File: src/rtl/kuz_ram.sv
// Generic single-port-write RAM with registered read.
// No dependencies.
module kuz_ram #(
    parameter int WIDTH = 64,
    parameter int DEPTH = 20
) (
    input  logic                     clk,
    input  logic                     we,
    input  logic [$clog2(DEPTH)-1:0] waddr,
    input  logic [WIDTH-1:0]         wdata,
    input  logic [$clog2(DEPTH)-1:0] raddr,
    output logic [WIDTH-1:0]         rdata
);
    logic [WIDTH-1:0] mem [DEPTH];

    always_ff @(posedge clk)
    begin
        if (we) mem[waddr] <= wdata;
        rdata <= mem[raddr];
    end
endmodule

File: config.mk
export PLATFORM = sky130hd
export DESIGN_NAME = kuz_ram
export DESIGN_NICKNAME = d
export VERILOG_FILES = /design/src/rtl/kuz_ram.sv
export SDC_FILE = /design/constraint.sdc
export NUM_CORES = 1
export LEC_CHECK = 0
export CORE_UTILIZATION = 35
export DETAILED_ROUTE_END_ITERATION = 10
export DONT_BUFFER_PORTS = 1
export SLEW_MARGIN = 10
export SYNTH_ARGS = -nofsm -noshare
export SYNTH_HDL_FRONTEND = slang
export SYNTH_SLANG_ARGS = --single-unit
File: constraint.sdc
create_clock -name clk -period 8 [get_ports clk]
set_input_delay 1.2 -clock clk [delete_from_list [all_inputs] [get_ports clk]]
set_output_delay 1.2 -clock clk [all_outputs]
set_load 0.01 [all_outputs]
## Word level (Yosys, flattened, before mapping)

Memory sizes are Yosys's and may differ from the RTL's. A register that Yosys moved wholly into a read port is not among the register bits.
Index checks and enable logic that the tools add are counted.

- Muxes and demuxes: 2

Operators with widths:

| kind | count |
|---|---|
| $mux 1 | 2 |

- Register bits after elaboration: 0
- Bits in writable memories: 1280
- Output and inout bits: 64
- Word-level logic and storage cells: 3
- Memories: 1

Memories:

| memory | words | width | rd ports | clocked after memory_dff | write ports | line | RTL |
|---|---|---|---|---|---|---|---|
| mem | 20 | 64 | 1 | 1 | 1 | 14 | `logic [WIDTH-1:0] mem [DEPTH];` |

## Longest topological paths before layout

- Word-level depth: 2
- Depth in mapped cells: 8
- Gate-level depth less buffers: 4

## Worst setup path before layout

Ideal clock, no wire load.

- Kind: input -> register
- From: input port waddr[1]
- To: memory mem[12][0] (enable)
- Library setup time: 0.486 ns
- Arrival: 4.429 ns
- Required time: 7.514 ns
- Path slack: 3.084 ns
- Stages: 2
- Buffers on the path: 0
- Cell sequence: or3b_2 -> nor2_1

RTL lines:

| what | line | RTL |
|---|---|---|
| start: declaration | 9 | `input logic [$clog2(DEPTH)-1:0] waddr,` |
| end: declaration | 14 |  |

No word-level cell before the write port.

==> results by group <==
STA
  – Fin crit period: 3.380 ns
  – Setup TNS: 0 ns
  – RSZ-0062 raised after global routing: false
  – Fin crit share: 42.26%
  – Max-slew violation count: 224
  – Final setup violation count: 0
  – Worst slew margin: -53.91%
  – Clock skew: 0.02268 ns
  – Fmax achieved: 295.8 MHz
  – Final count of hold timing violations: 0
  – Worst slew pin tran: 2.309 ns

Yosys
  – Ys flop type: edfxtp_1
  – Post-synth EDFFs: 1,280
  – Synthesized flop and latch total: 1,344
  – Net Count, Synth: 2,758
  – Post-synth ARST share: 0%
  – Synth Instances: 2,682
  – Synth unique cells: 32
  – Mapped cell area: 50,440 sq um
  – Post-synthesis sequential area ratio: 78.75%
  – Mean Syn Cell Area: 18.81 sq um
  – Yosys warnings: 0

Clocking
  – Worst-Skew Late Latency: 0.76 ns
  – CTS Sinks: 1,344
  – Post-CTS Hold Fix Bufs: 0
  – Resized cells post-CTS: 0
  – Worst-path clk slew: 0.07 ns
  – Clock root buffer: clkbuf_16
  – Clock Tree Buf Depth: 3
  – H-Tree Level Count: 4
  – CTS tree: built
  – Inserted Clock Buffers: 132
  – Post-CTS Setup Bufs: 0

Pwr
  – Pwr/cell area: 254.1 nW/um^2
  – Peak VDD IR: 0.2185 mV
  – Static Leak: 18.73 nW

Setup path
  – Worst EP required: 8.60 ns
  – Crit path kind: input port to flop
  – RR Endpoint: rdata[50]
  – CP Capture Type: flop
  – Worst R2R Path Depth: 3
  – Critical Path AT: 3.98 ns
  – Maximum net fanout on the critical path: 576
  – Reg2reg start: mem[4][50]
  – CP Launch Type: input port
  – Max incr delay on CP: 0.78 ns
  – Reg-to-reg slack, setup: 6.09 ns
  – Critical path cell sequence: mux2i_1 -> nor3_1 -> a2111oi_0 -> nand2_1
  – CP max stage cell: mux2i_1

Drt
  – Vias per std cell: 5.143
  – Via count: 24,180
  – Initial DRC Count: 2,201
  – Drt total wl: 116,400 um
  – Routed Antenna Nets: 0
  – Wire per inst: 24.75 um
  – DRC: 0
  – Drt first pass iters: 5

Hold path
  – Worst hold path class: input port to flop
  – Launch point of the worst hold path: wdata[20]
  – Hold Crit Endpoint: mem[3][20]
  – Worst hold path stage count: 0

Outcome
  – Status: finished, violations left
  – Failing checks: max-slew violations

Layout
  – Fraction of layout instances using a drive strength above 1: 13.48%
  – P&R area growth vs syn: 12.55%
  – Final instance area: 56,760 sq um
  – NumNets Final: 2,782
  – Diode count: 0

Die
  – Initial core utilization: 35.45%
  – Core Box Area: 142,300 sq um
  – I/O pin cnt: 140
  – Die width: 381.6 um
  – Row count: 138
  – Die height: 381.6 um
  – Die outline area: 145,600 sq um

Placement
  – Port buffer count: 0
  – DP HPWL: 60,270 um
  – Area after DPL: 52,500 sq um
  – Placer congestion estimate: 0.7237

Global routing
  – Largest net degree at the start of global routing: 577
  – Total congestion overflow: 0
  – Total GRT Usage: 15.83%
  – Antenna violations before repair: 0
  – Vias in the first global route: 24,590
  – First-pass GRT wire length: 170,000 um

Run
  – Max Cap Viol: 0
==> worst max path at each step <==
| stage | end | from | cells past startpoint |
|---|---|---|---|
| 3_3_place_gp | mem[0][51] | waddr[1] | 3 |
| 2_1_floorplan | mem[12][0] | waddr[1] | 2 |
| 6_report | rdata[53] | raddr[0] | 4 |
| 3_5_place_dp | mem[12][36] | waddr[1] | 3 |
| 5_1_grt | mem[14][38] | waddr[0] | 3 |
| 4_1_cts | mem[14][38] | waddr[0] | 3 |
==> per-stage QoR <==
stage / power, W / instances / utilization, % / setup slack [ns] / hold WS (ns)
after global placement: 0.008453 / 4462 / 36.90 / 4.225 / 0.5605
final: 0.01443 / 4702 / 39.90 / 4.620 / 0.5311
after global routing: 0.01480 / 4702 / 39.90 / 4.878 / 0.4956
after CTS: 0.01453 / 4702 / 39.90 / 4.997 / 0.4679
after detailed placement: 0.008456 / 4462 / 36.90 / 4.193 / 0.5686
after floorplan: 0.008377 / 2682 / - / 3.084 / 0.5371
==> cell usage after synthesis, types with 3 or more instances <==
| library cell | count | share of area, % |
|---|---|---|
| o22ai_1 | 64 | 0.79 |
| nor2b_1 | 3 | 0.037 |
| a21oi_1 | 64 | 0.64 |
| buf_6 | 4 | 0.089 |
| buf_2 | 25 | 0.25 |
| mux4_2 | 64 | 2.9 |
| buf_4 | 45 | 0.67 |
| nand3b_1 | 4 | 0.060 |
| edfxtp_1 | 1280 | 76 |
| dfxtp_1 | 64 | 2.5 |
| nor3_1 | 11 | 0.11 |
| or3b_2 | 3 | 0.052 |
| a22oi_1 | 64 | 0.95 |
| clkbuf_1 | 55 | 0.41 |
| buf_1 | 11 | 0.082 |
| nor2_1 | 85 | 0.63 |
| mux2_2 | 54 | 1.2 |
| a2111oi_2 | 4 | 0.12 |
| nand3_1 | 119 | 1.2 |
| nand2_1 | 130 | 0.97 |
| clkbuf_2 | 3 | 0.030 |
| mux2i_1 | 458 | 9.1 |
| a2111oi_0 | 6 | 0.10 |
| a211oi_1 | 54 | 0.80 |
==> final cells by class <==
type	count	area, sq um
clock buffers	177	3647
multi-input cells	1195	10170
repair buffers	33	247.7
well taps	1890	2365
flip-flops and latches	1344	39720
clock inverters	63	614.3
fillers	12660	85510
==> cell usage in the layout (no fill, tap or decap), types with 3 or more instances in the layout <==
cell | netlist | layout
mux2i_1 | 458 | 458
or3b_2 | 3 | 3
bufinv_16 | 0 | 9
buf_4 | 45 | 33
a22oi_1 | 64 | 64
o22ai_1 | 64 | 64
clkinv_8 | 0 | 5
nor2_4 | 0 | 21
a2111oi_2 | 4 | 4
a2111oi_0 | 6 | 6
a21oi_1 | 64 | 64
mux2_2 | 54 | 54
nand3b_1 | 4 | 4
clkbuf_16 | 0 | 136
nor2b_4 | 0 | 3
dfxtp_1 | 64 | 64
nor3_1 | 11 | 11
clkinvlp_4 | 0 | 4
clkbuf_1 | 55 | 32
a211oi_1 | 54 | 54
inv_6 | 0 | 3
clkinv_1 | 0 | 18
mux4_2 | 64 | 64
nand2_1 | 130 | 129
nand3_1 | 119 | 119
nor2_1 | 85 | 64
edfxtp_1 | 1280 | 1280
clkinv_2 | 0 | 22
clkbuf_8 | 0 | 9
==> metal layers <==
metal / up-vias / track usage [%] / routed length (um)
met3: 134 / 4.314 / 8918
met5: - / 0 / 0
met1: 12650 / 21.44 / 50560
li1: 10730 / - / -
met2: 673 / 25.16 / 54990
met4: 0 / 4.074 / 1912
==> critical path, delay by kind of cell <==
kind,cells,cell delay [ns]
simple gates,2,0.29
mux,1,0.78
compound gates,1,0.63
==> kinds of logic (layout without fill, tap and decap cells) <==
logic type | after synthesis | in the layout | share of synthesized area, %
AND/OR/NAND/NOR | 363 | 363 | 3.161
flip-flops | 1344 | 1344 | 78.75
multiplexers | 576 | 576 | 13.15
AO/OA/AOI/OAI | 256 | 256 | 3.409
buffers and inverters | 143 | 273 | 1.528
==> flip-flops by register name, indices dropped and copies added, names as in the netlist <==
| register | flops |
|---|---|
| rdata | 64 |
| mem | 1280 |
==> power by group <==
part | switching [W] | internal [W] | total [W]
combinational | 0.000214 | 0.000196 | 0.000410
sequential | 0.0000820 | 0.00782 | 0.00790
clock | 0.00260 | 0.00351 | 0.00611
(Power assumes the default switching activity.)
