File: config.mk
export PLATFORM = sky130hd
export DESIGN_NAME = kuz_lstep
export DESIGN_NICKNAME = d
export VERILOG_FILES = /design/src/rtl/kuz_pkg.sv /design/src/rtl/kuz_lstep.sv
export SDC_FILE = /design/constraint.sdc
export NUM_CORES = 2
export LEC_CHECK = 0
export ABC_AREA = 1
export BUFFER_PORTS_ARGS = -buffer_cell sky130_fd_sc_hd__clkbuf_2
export CAP_MARGIN = 30
export CORE_MARGIN = 3
export CORE_UTILIZATION = 40
export DETAILED_ROUTE_END_ITERATION = 6
export PLACE_DENSITY = 0.69
export SYNTH_ARGS = -nofsm -noshare
export SYNTH_HDL_FRONTEND = slang
export SYNTH_SLANG_ARGS = --single-unit
File: constraint.sdc
create_clock -name clk -period 16 [get_ports clk]
set_clock_uncertainty 0.15 [all_clocks]
set_input_delay 3.2 -clock clk [delete_from_list [all_inputs] [get_ports clk]]
set_output_delay 3.2 -clock clk [all_outputs]
set_load 0.02 [all_outputs]
File: src/rtl/kuz_pkg.sv
// Package for the Kuznyechik cipher core: S-box table, linear transform L in R steps,
// GF(2^8) arithmetic and the request/result payload structs.
// No dependencies.
package kuz_pkg;

    localparam int KEY_COUNT   = 10;
    localparam int ROUNDS      = 9;
    localparam int STORE_DEPTH = 2 * KEY_COUNT;
    localparam int STORE_AW    = $clog2(STORE_DEPTH);

    typedef enum logic [1:0] {
        CFG_KEY0 = 2'd0,
        CFG_KEY1 = 2'd1,
        CFG_KEY2 = 2'd2,
        CFG_KEY3 = 2'd3
    } cfg_index_t;

    typedef struct packed {
        logic        op;
        logic [63:0] block_in_low;
        logic [63:0] block_in_high;
    } request_t;

    typedef struct packed {
        logic [63:0] block_out_low;
        logic [63:0] block_out_high;
    } result_t;

    localparam logic [7:0] SBOX [256] = '{
        8'd252, 8'd238, 8'd221, 8'd17, 8'd207, 8'd110, 8'd49, 8'd22,
        8'd251, 8'd196, 8'd250, 8'd218, 8'd35, 8'd197, 8'd4, 8'd77,
        8'd233, 8'd119, 8'd240, 8'd219, 8'd147, 8'd46, 8'd153, 8'd186,
        8'd23, 8'd54, 8'd241, 8'd187, 8'd20, 8'd205, 8'd95, 8'd193,
        8'd249, 8'd24, 8'd101, 8'd90, 8'd226, 8'd92, 8'd239, 8'd33,
        8'd129, 8'd28, 8'd60, 8'd66, 8'd139, 8'd1, 8'd142, 8'd79,
        8'd5, 8'd132, 8'd2, 8'd174, 8'd227, 8'd106, 8'd143, 8'd160,
        8'd6, 8'd11, 8'd237, 8'd152, 8'd127, 8'd212, 8'd211, 8'd31,
        8'd235, 8'd52, 8'd44, 8'd81, 8'd234, 8'd200, 8'd72, 8'd171,
        8'd242, 8'd42, 8'd104, 8'd162, 8'd253, 8'd58, 8'd206, 8'd204,
        8'd181, 8'd112, 8'd14, 8'd86, 8'd8, 8'd12, 8'd118, 8'd18,
        8'd191, 8'd114, 8'd19, 8'd71, 8'd156, 8'd183, 8'd93, 8'd135,
        8'd21, 8'd161, 8'd150, 8'd41, 8'd16, 8'd123, 8'd154, 8'd199,
        8'd243, 8'd145, 8'd120, 8'd111, 8'd157, 8'd158, 8'd178, 8'd177,
        8'd50, 8'd117, 8'd25, 8'd61, 8'd255, 8'd53, 8'd138, 8'd126,
        8'd109, 8'd84, 8'd198, 8'd128, 8'd195, 8'd189, 8'd13, 8'd87,
        8'd223, 8'd245, 8'd36, 8'd169, 8'd62, 8'd168, 8'd67, 8'd201,
        8'd215, 8'd121, 8'd214, 8'd246, 8'd124, 8'd34, 8'd185, 8'd3,
        8'd224, 8'd15, 8'd236, 8'd222, 8'd122, 8'd148, 8'd176, 8'd188,
        8'd220, 8'd232, 8'd40, 8'd80, 8'd78, 8'd51, 8'd10, 8'd74,
        8'd167, 8'd151, 8'd96, 8'd115, 8'd30, 8'd0, 8'd98, 8'd68,
        8'd26, 8'd184, 8'd56, 8'd130, 8'd100, 8'd159, 8'd38, 8'd65,
        8'd173, 8'd69, 8'd70, 8'd146, 8'd39, 8'd94, 8'd85, 8'd47,
        8'd140, 8'd163, 8'd165, 8'd125, 8'd105, 8'd213, 8'd149, 8'd59,
        8'd7, 8'd88, 8'd179, 8'd64, 8'd134, 8'd172, 8'd29, 8'd247,
        8'd48, 8'd55, 8'd107, 8'd228, 8'd136, 8'd217, 8'd231, 8'd137,
        8'd225, 8'd27, 8'd131, 8'd73, 8'd76, 8'd63, 8'd248, 8'd254,
        8'd141, 8'd83, 8'd170, 8'd144, 8'd202, 8'd216, 8'd133, 8'd97,
        8'd32, 8'd113, 8'd103, 8'd164, 8'd45, 8'd43, 8'd9, 8'd91,
        8'd203, 8'd155, 8'd37, 8'd208, 8'd190, 8'd229, 8'd108, 8'd82,
        8'd89, 8'd166, 8'd116, 8'd210, 8'd230, 8'd244, 8'd180, 8'd192,
        8'd209, 8'd102, 8'd175, 8'd194, 8'd57, 8'd75, 8'd99, 8'd182
    };

    localparam logic [7:0] LCOEF [16] = '{
        8'd1, 8'd148, 8'd32, 8'd133, 8'd16, 8'd194, 8'd192, 8'd1,
        8'd251, 8'd1, 8'd192, 8'd194, 8'd16, 8'd133, 8'd32, 8'd148
    };

    // GF(2^8) multiply, polynomial x^8+x^7+x^6+x+1
    function automatic logic [7:0] gf_mul(input logic [7:0] a, input logic [7:0] b);
        logic [7:0] r;
        logic [7:0] x;
        r = '0;
        x = a;
        for (int i = 0; i < 8; i++) begin
            if (b[i]) r = r ^ x;
            x = x[7] ? ((x << 1) ^ 8'hC3) : (x << 1);
        end
        return r;
    endfunction

    function automatic logic [7:0] lin_fn(input logic [127:0] v);
        logic [7:0] acc;
        acc = '0;
        for (int i = 0; i < 16; i++) acc = acc ^ gf_mul(v[8*i +: 8], LCOEF[i]);
        return acc;
    endfunction

    function automatic logic [127:0] sub_fwd(input logic [127:0] v);
        logic [127:0] r;
        for (int i = 0; i < 16; i++) r[8*i +: 8] = SBOX[v[8*i +: 8]];
        return r;
    endfunction

    function automatic logic [7:0] sbox_inv_byte(input logic [7:0] y);
        logic [7:0] r;
        r = '0;
        for (int x = 0; x < 256; x++)
            if (SBOX[x] == y) r = 8'(x);
        return r;
    endfunction

    function automatic logic [127:0] sub_inv(input logic [127:0] v);
        logic [127:0] r;
        for (int i = 0; i < 16; i++) r[8*i +: 8] = sbox_inv_byte(v[8*i +: 8]);
        return r;
    endfunction

    // one step of the L register: shift down, new top byte = l(v)
    function automatic logic [127:0] r_fwd(input logic [127:0] v);
        return {lin_fn(v), v[127:8]};
    endfunction

    function automatic logic [127:0] r_inv(input logic [127:0] v);
        logic [127:0] t;
        t = {v[119:0], v[127:120]};
        return {t[127:8], lin_fn(t)};
    endfunction

endpackage

File: src/rtl/kuz_lstep.sv
// L-transform engine: sixteen R steps, four per cycle, forward or inverse.
// Depends on kuz_pkg.
module kuz_lstep (
    input  logic           clk,
    input  logic           rst_n,
    input  logic           go,
    input  logic           inv,
    input  logic [127:0]   din,
    output logic           done,
    output logic [127:0]   dout
);
    logic [127:0] v_reg;
    logic [127:0] v_next;
    logic [2:0]   cnt_reg;
    logic         inv_reg;

    always_comb
    begin
        v_next = v_reg;
        for (int i = 0; i < 4; i++)
            v_next = inv_reg ? kuz_pkg::r_inv(v_next) : kuz_pkg::r_fwd(v_next);
    end

    always_ff @(posedge clk or negedge rst_n)
    begin
        if (!rst_n)
        begin
            cnt_reg <= '0;
        end
        else if (go)
        begin
            cnt_reg <= 3'd4;
        end
        else if (cnt_reg != '0)
        begin
            cnt_reg <= cnt_reg - 3'd1;
        end
    end

    always_ff @(posedge clk)
    begin
        if (go)
        begin
            v_reg   <= din;
            inv_reg <= inv;
        end
        else if (cnt_reg != '0)
        begin
            v_reg <= v_next;
        end
    end

    assign done = (cnt_reg == 3'd1);
    assign dout = v_next;
endmodule

* Word-level counts from Yosys, hierarchy flattened
Index checks and enable logic that the tools add are counted.
** Storage, ports and cells
- Bits in registers :: 132
- Input port bits :: 132
- Logic and storage cells :: 1191
** Cells by class
- Add/subtract/negate cells :: 1
- Equality and inequality tests :: 1
- Mux-type cells :: 456
- Bitwise logic cells :: 728
- Reduce and logical (&&, ||, !) cells :: 2
** Operator list (count)
- two-way mux 8 bit :: 448
- bitwise XOR 8 bit :: 280
- NOT 4 bit :: 448
- two-way mux 128 bit :: 6
- two-way mux 3 bit :: 2
- equality test 3 x 1 -> 1 bit (second input constant) :: 1
- nonzero test 3 bit :: 1
- subtractor 3 x 1 -> 3 bit (second input constant) :: 1
- nonzero test 2 bit :: 1

* Longest topological paths before layout
- Word-level depth :: 126
- Gate-level depth with buffers :: 79

* Worst setup path before layout
Ideal clock, no wire load.
- Path kind :: register to output
- Start point :: reg inv_reg
- End point :: out dout[7]
- Arrival :: 5885 ps
- Path slack :: 6765 ps
- Cell stages (with the launch flop) :: 47
- Path through :: edfxtp_1 > buf_6 > buf_8 > buf_8 > nor2_2 > inv_1 > nand2_1 > xor2_1 > xnor2_2 > xor2_2 > xor2_2 > xor2_2 > xnor2_1 > xnor2_1 > xor2_1 > xor2_1 > xor2_1 > xor2_1 > [11 not listed] > nand2_1 > nand2_2 > inv_1 > nand2_1 > nand2_1 > nand2_1 > nand3_1 > nand2_1 > nand3_2 > nand2_2 > nand2_1 > nand2_1 > inv_1 > nand3_1 > nand3_1 > nand3_1 > nand2_1 > inv_1
** Between the ends
- Word-level cells in the longest chain between the ends :: 84
- Elaborated cells on any way between the ends :: 789
- Those cells by class :: 309 x mux; 480 x bitwise
** Ends and longest elaborated chain
- from (decl) :: RTL line kuz_lstep.sv:15 : logic inv_reg;
- from (signal assigned) :: RTL line kuz_lstep.sv:45 : inv_reg <= inv;
- two-way mux 128 bit :: RTL line kuz_lstep.sv:21 : v_next = inv_reg ? kuz_pkg::r_inv(v_next) : kuz_pkg::r_fwd(v_next);
- two-way mux 8 bit / NOT 4 bit (equally long branches)
- NOT 4 bit (no source line) / two-way mux 8 bit (equally long branches)
- two-way mux 8 bit / NOT 4 bit (equally long branches)
- NOT 4 bit (no source line) / two-way mux 8 bit (equally long branches)
- two-way mux 8 bit
- two-way mux 8 bit / NOT 4 bit (equally long branches)
- NOT 4 bit (no source line) / two-way mux 8 bit (equally long branches)
- [54 not listed]
- NOT 4 bit (no source line) / two-way mux 8 bit (equally long branches)
- two-way mux 8 bit
- two-way mux 8 bit / NOT 4 bit (equally long branches)
- NOT 4 bit (no source line) / two-way mux 8 bit (equally long branches)
- two-way mux 8 bit :: RTL line kuz_pkg.sv:77 : x = x[7] ? ((x << 1) ^ 8'hC3) : (x << 1);
- bitwise XOR 8 bit :: RTL line kuz_pkg.sv:76 : if (b[i]) r = r ^ x;
- bitwise XOR 8 bit (15 in a row) :: RTL line kuz_pkg.sv:85 : for (int i = 0; i < 16; i++) acc = acc ^ gf_mul(v[8*i +: 8], LCOEF[i]);
- two-way mux 128 bit (*) :: RTL line kuz_lstep.sv:21
- to (decl) :: RTL line kuz_lstep.sv:10 : output logic [127:0] dout
Mark *: on every way between the ends. The rest lies on a longest branch, timed or not.

* Worst setup path in the final report
- Start point :: reg v_reg[86]
- End point :: out dout[7]
** Between the ends
- Word-level cells in the longest chain between the ends :: 100
- Elaborated cells on any way between the ends :: 389
- Those cells by class :: 137 x mux; 252 x bitwise
** Ends and longest elaborated chain
- from (decl) :: RTL line kuz_lstep.sv:12 : logic [127:0] v_reg;
- from (signal assigned) :: RTL line kuz_lstep.sv:44 : v_reg <= din;
- from (signal assigned) :: RTL line kuz_lstep.sv:49 : v_reg <= v_next;
- NOT 4 bit (no source line)
- two-way mux 8 bit (2 in a row) :: RTL line kuz_pkg.sv:77
- NOT 4 bit (no source line) / two-way mux 8 bit (equally long branches)
- two-way mux 8 bit / NOT 4 bit (equally long branches)
- two-way mux 8 bit :: RTL line kuz_pkg.sv:77
- NOT 4 bit (no source line) / two-way mux 8 bit (equally long branches)
- two-way mux 8 bit / NOT 4 bit (equally long branches)
- two-way mux 8 bit :: RTL line kuz_pkg.sv:77
- [69 not listed]
- NOT 4 bit (no source line) / two-way mux 8 bit (equally long branches)
- two-way mux 8 bit
- two-way mux 8 bit / NOT 4 bit (equally long branches)
- NOT 4 bit (no source line) / two-way mux 8 bit (equally long branches)
- two-way mux 8 bit :: RTL line kuz_pkg.sv:77
- bitwise XOR 8 bit :: RTL line kuz_pkg.sv:76
- bitwise XOR 8 bit (15 in a row) :: RTL line kuz_pkg.sv:85
- two-way mux 128 bit (*) :: RTL line kuz_lstep.sv:21
Marks and branches as above.

==> summary.md <==
| Metric | Value |
|---|---|
| Async SR Flop Fraction | `0.0227` |
| Clk sinks | `132` |
| Syn Std Cell Area | `0.0364 mm²` |
| Final critical-path setup slack | `1.69 ns` |
| DP Wirelength | `201000 µm` |
| Fmax | `0.0699 GHz` |
| GR Overflow Total | `0` |
| Max FO, Critical Path | `6` |
| Failing checks | `design-rule violations` |
| Critical path capture point type | `primary output` |
| Setup bufs post-CTS | `0` |
| Most frequent CP cell | `nand2_1` |
| Final core utilization | `0.439` |
| Synthesized area per cell | `6.74 µm²` |
| Worst-margin pin slew | `1.11 ns` |
| Synth top area share | `0.350` |
| IO Count | `261` |
| Critical path arrival | `10.96 ns` |
| PortBufs | `260` |
| Setup CP Type | `reg2out` |
| Mapped Nets | `5537` |
| Reg2reg start | `v_reg[86]` |
| Share of cells above drive strength 1 | `0.0946` |
| Synthesis Warnings | `0` |
| Pre-CTS WS | `3.00 ns` |
| Number of synthesized flops with an enable pin | `129` |
| Wire length on met2 | `89200 µm` |
| Most common cell in the netlist | `nand2_1` |
| Tot GR Track Use | `0.477` |
| Post-synth cell types | `51` |
| PostCTS Resize Cnt | `0` |
| Critical Path Max Stage Delay | `0.85 ns` |
| Status | `complete, but fails checks` |
| Row Count | `110` |
| Routability cong. | `1.14` |
| Synthesis-to-layout area growth | `8.55%` |
| Largest register FFs | `128` |
| HP Class | `reg2reg` |
| Core area | `0.0901 mm²` |
| Initial antenna violation count | `8` |
| Top post-synthesis cells by area | `xor2_1 (35%), nand2_1 (16%), xnor2_1 (15%)` |
| RSZ-0062 raised after global routing | `no` |
| Worst Hold End | `cnt_reg[1]` |
| Slew headroom | `0.260` |
| Crit-path slowest cell | `o21ai_1` |
| Max cap viols | `0` |
| Final Cycle Share | `0.894` |
| Final Max Slew Viols | `0` |
| Depth of the most critical reg-to-reg path | `33` |
| Critical Path Start Type | `register` |
| DRC | `20` |
| Detailed Route Iter0 Violations | `6445` |
| Routed wire length per instance | `34.2 µm` |
| Sum Neg Setup Slack | `0 ns` |
| Final setup fails | `0` |
| Height of the die | `308 µm` |
| Synth area leader | `xor2_1` |
| First-pass GRT wire length | `303000 µm` |
| Final #Nets | `5748` |
| Worst reg-to-reg setup slack | `4.93 ns` |
| Vias in the first global route | `34400` |
| Worst skew pair latency | `0.56 ns` |
| DR vias/cell | `5.68` |
| Clock transition at the registers of the reported paths | `0.07 ns` |
| Total number of vias | `38700` |
| Wire length on met1 | `94000 µm` |
| Initial core utilization | `0.404` |
| Reg2reg end | `v_reg[126]` |
| Final ANT Viol Nets | `0` |
| H-tree Lvls | `4` |
| Main flop type after synthesis | `edfxtp_1` |
| Routed WL | `233000 µm` |
| Die width | `308 µm` |
| Final min period | `14.31 ns` |
| Fin. Hold Viols | `0` |
| Post-synth top cells | `nand2_1 (1525), xor2_1 (1455), xnor2_1 (631)` |
| Worst hold start | `cnt_reg[1]` |
| Largest net degree at the start of global routing | `85` |
| FF+latch count, synth | `132` |
| Metal3 WL | `30900 µm` |
| Die ar. | `0.0947 mm²` |
| CP required | `12.65 ns` |
| Max Used Layer | `met5` |
| Sequential cell area fraction in the yosys report | `0.108` |
| CTS Buffer Depth | `2` |
| Fill count | `9696` |
| Hold Buf Count CTS | `0` |
| CTS tree | `yes` |
| Root buffer cell | `clkbuf_16` |
| Syn Inst Count | `5402` |
| CTS Buf Count | `17` |
| Cells on Worst Hold Path | `2` |
| Number of iterations in the first detailed-routing pass | `7` |
-- per-layer routing --
layer  vias to the layer above  GRT usage
li1                      16700          -
met4                         4      0.313
met1                     18300      0.640
met3                       645      0.149
met2                      3041      0.650
met5                         -          0
-- worst max path at each step --
stage | endpoint | startpoint | cells after the start | slack [ns]
after floorplan | dout[7] | inv_reg | 46 | 6.77
after global placement | dout[7] | inv_reg | 45 | 2.82
after detailed placement | dout[6] | inv_reg | 59 | 3.00
after CTS | dout[6] | inv_reg | 55 | 2.38
after global routing | dout[6] | inv_reg | 61 | 1.52
final | dout[7] | v_reg[86] | 44 | 1.69
-- cell type report --
class                   instances  area, µm²  share of cell area
clock inverters                15        144             0.00364
diodes                          7       17.5            0.000443
repair buffers                328       1820              0.0459
inverters                     529       2000              0.0506
flip-flops and latches        132       3950              0.0998
multi-input cells            4605      29700               0.752
well taps                    1176       1470              0.0372
clock buffers                  17        425              0.0108
-- worst max-delay path: cells and delay by family (launching register included) --
kind,cells,cell delay (ns)
buffers and inverters,6,0.80
XOR/XNOR,12,4.74
AND/OR/NAND/NOR,24,3.10
flip-flops,1,0.61
AO/OA/AOI/OAI,2,1.13
-- layout by cell type, fill, tap and decap left out, types with 56 or more instances in the layout --
master       n
nand3_1    259
clkbuf_2   259
xor2_1    1455
o21ai_0     56
inv_1      514
buf_4       66
edfxtp_1   129
nand2_1   1525
nor2_1     331
xnor2_1    631
-- cells by family (layout without fill, tap and decap cells) --
family / count (synthesis) / after routing / synth area share
AND/OR/NAND/NOR: 2276 / 2276 / 0.258
flip-flops: 132 / 132 / 0.108
other: 0 / 7 / 0
adder cells (fa/ha/maj): 3 / 3 / 0.00103
AO/OA/AOI/OAI: 188 / 188 / 0.0309
XOR/XNOR: 2138 / 2138 / 0.526
buffers and inverters: 665 / 889 / 0.0757
-- metrics by stage --
| step | std cells | hold WS [ns] | area, µm² |
|---|---|---|---|
| floorplan | 5402 | 0.302 | 36400 |
| global route | 6802 | 0.387 | 39500 |
| CTS | 6797 | 0.336 | 39500 |
| global placement | 6759 | 0.320 | 38900 |
| finish | 6809 | 0.339 | 39600 |
| detailed placement | 6765 | 0.319 | 38900 |
Power is not shown: default switching activity piles up to over one toggle a cycle in this logic, so the estimate is an artifact.
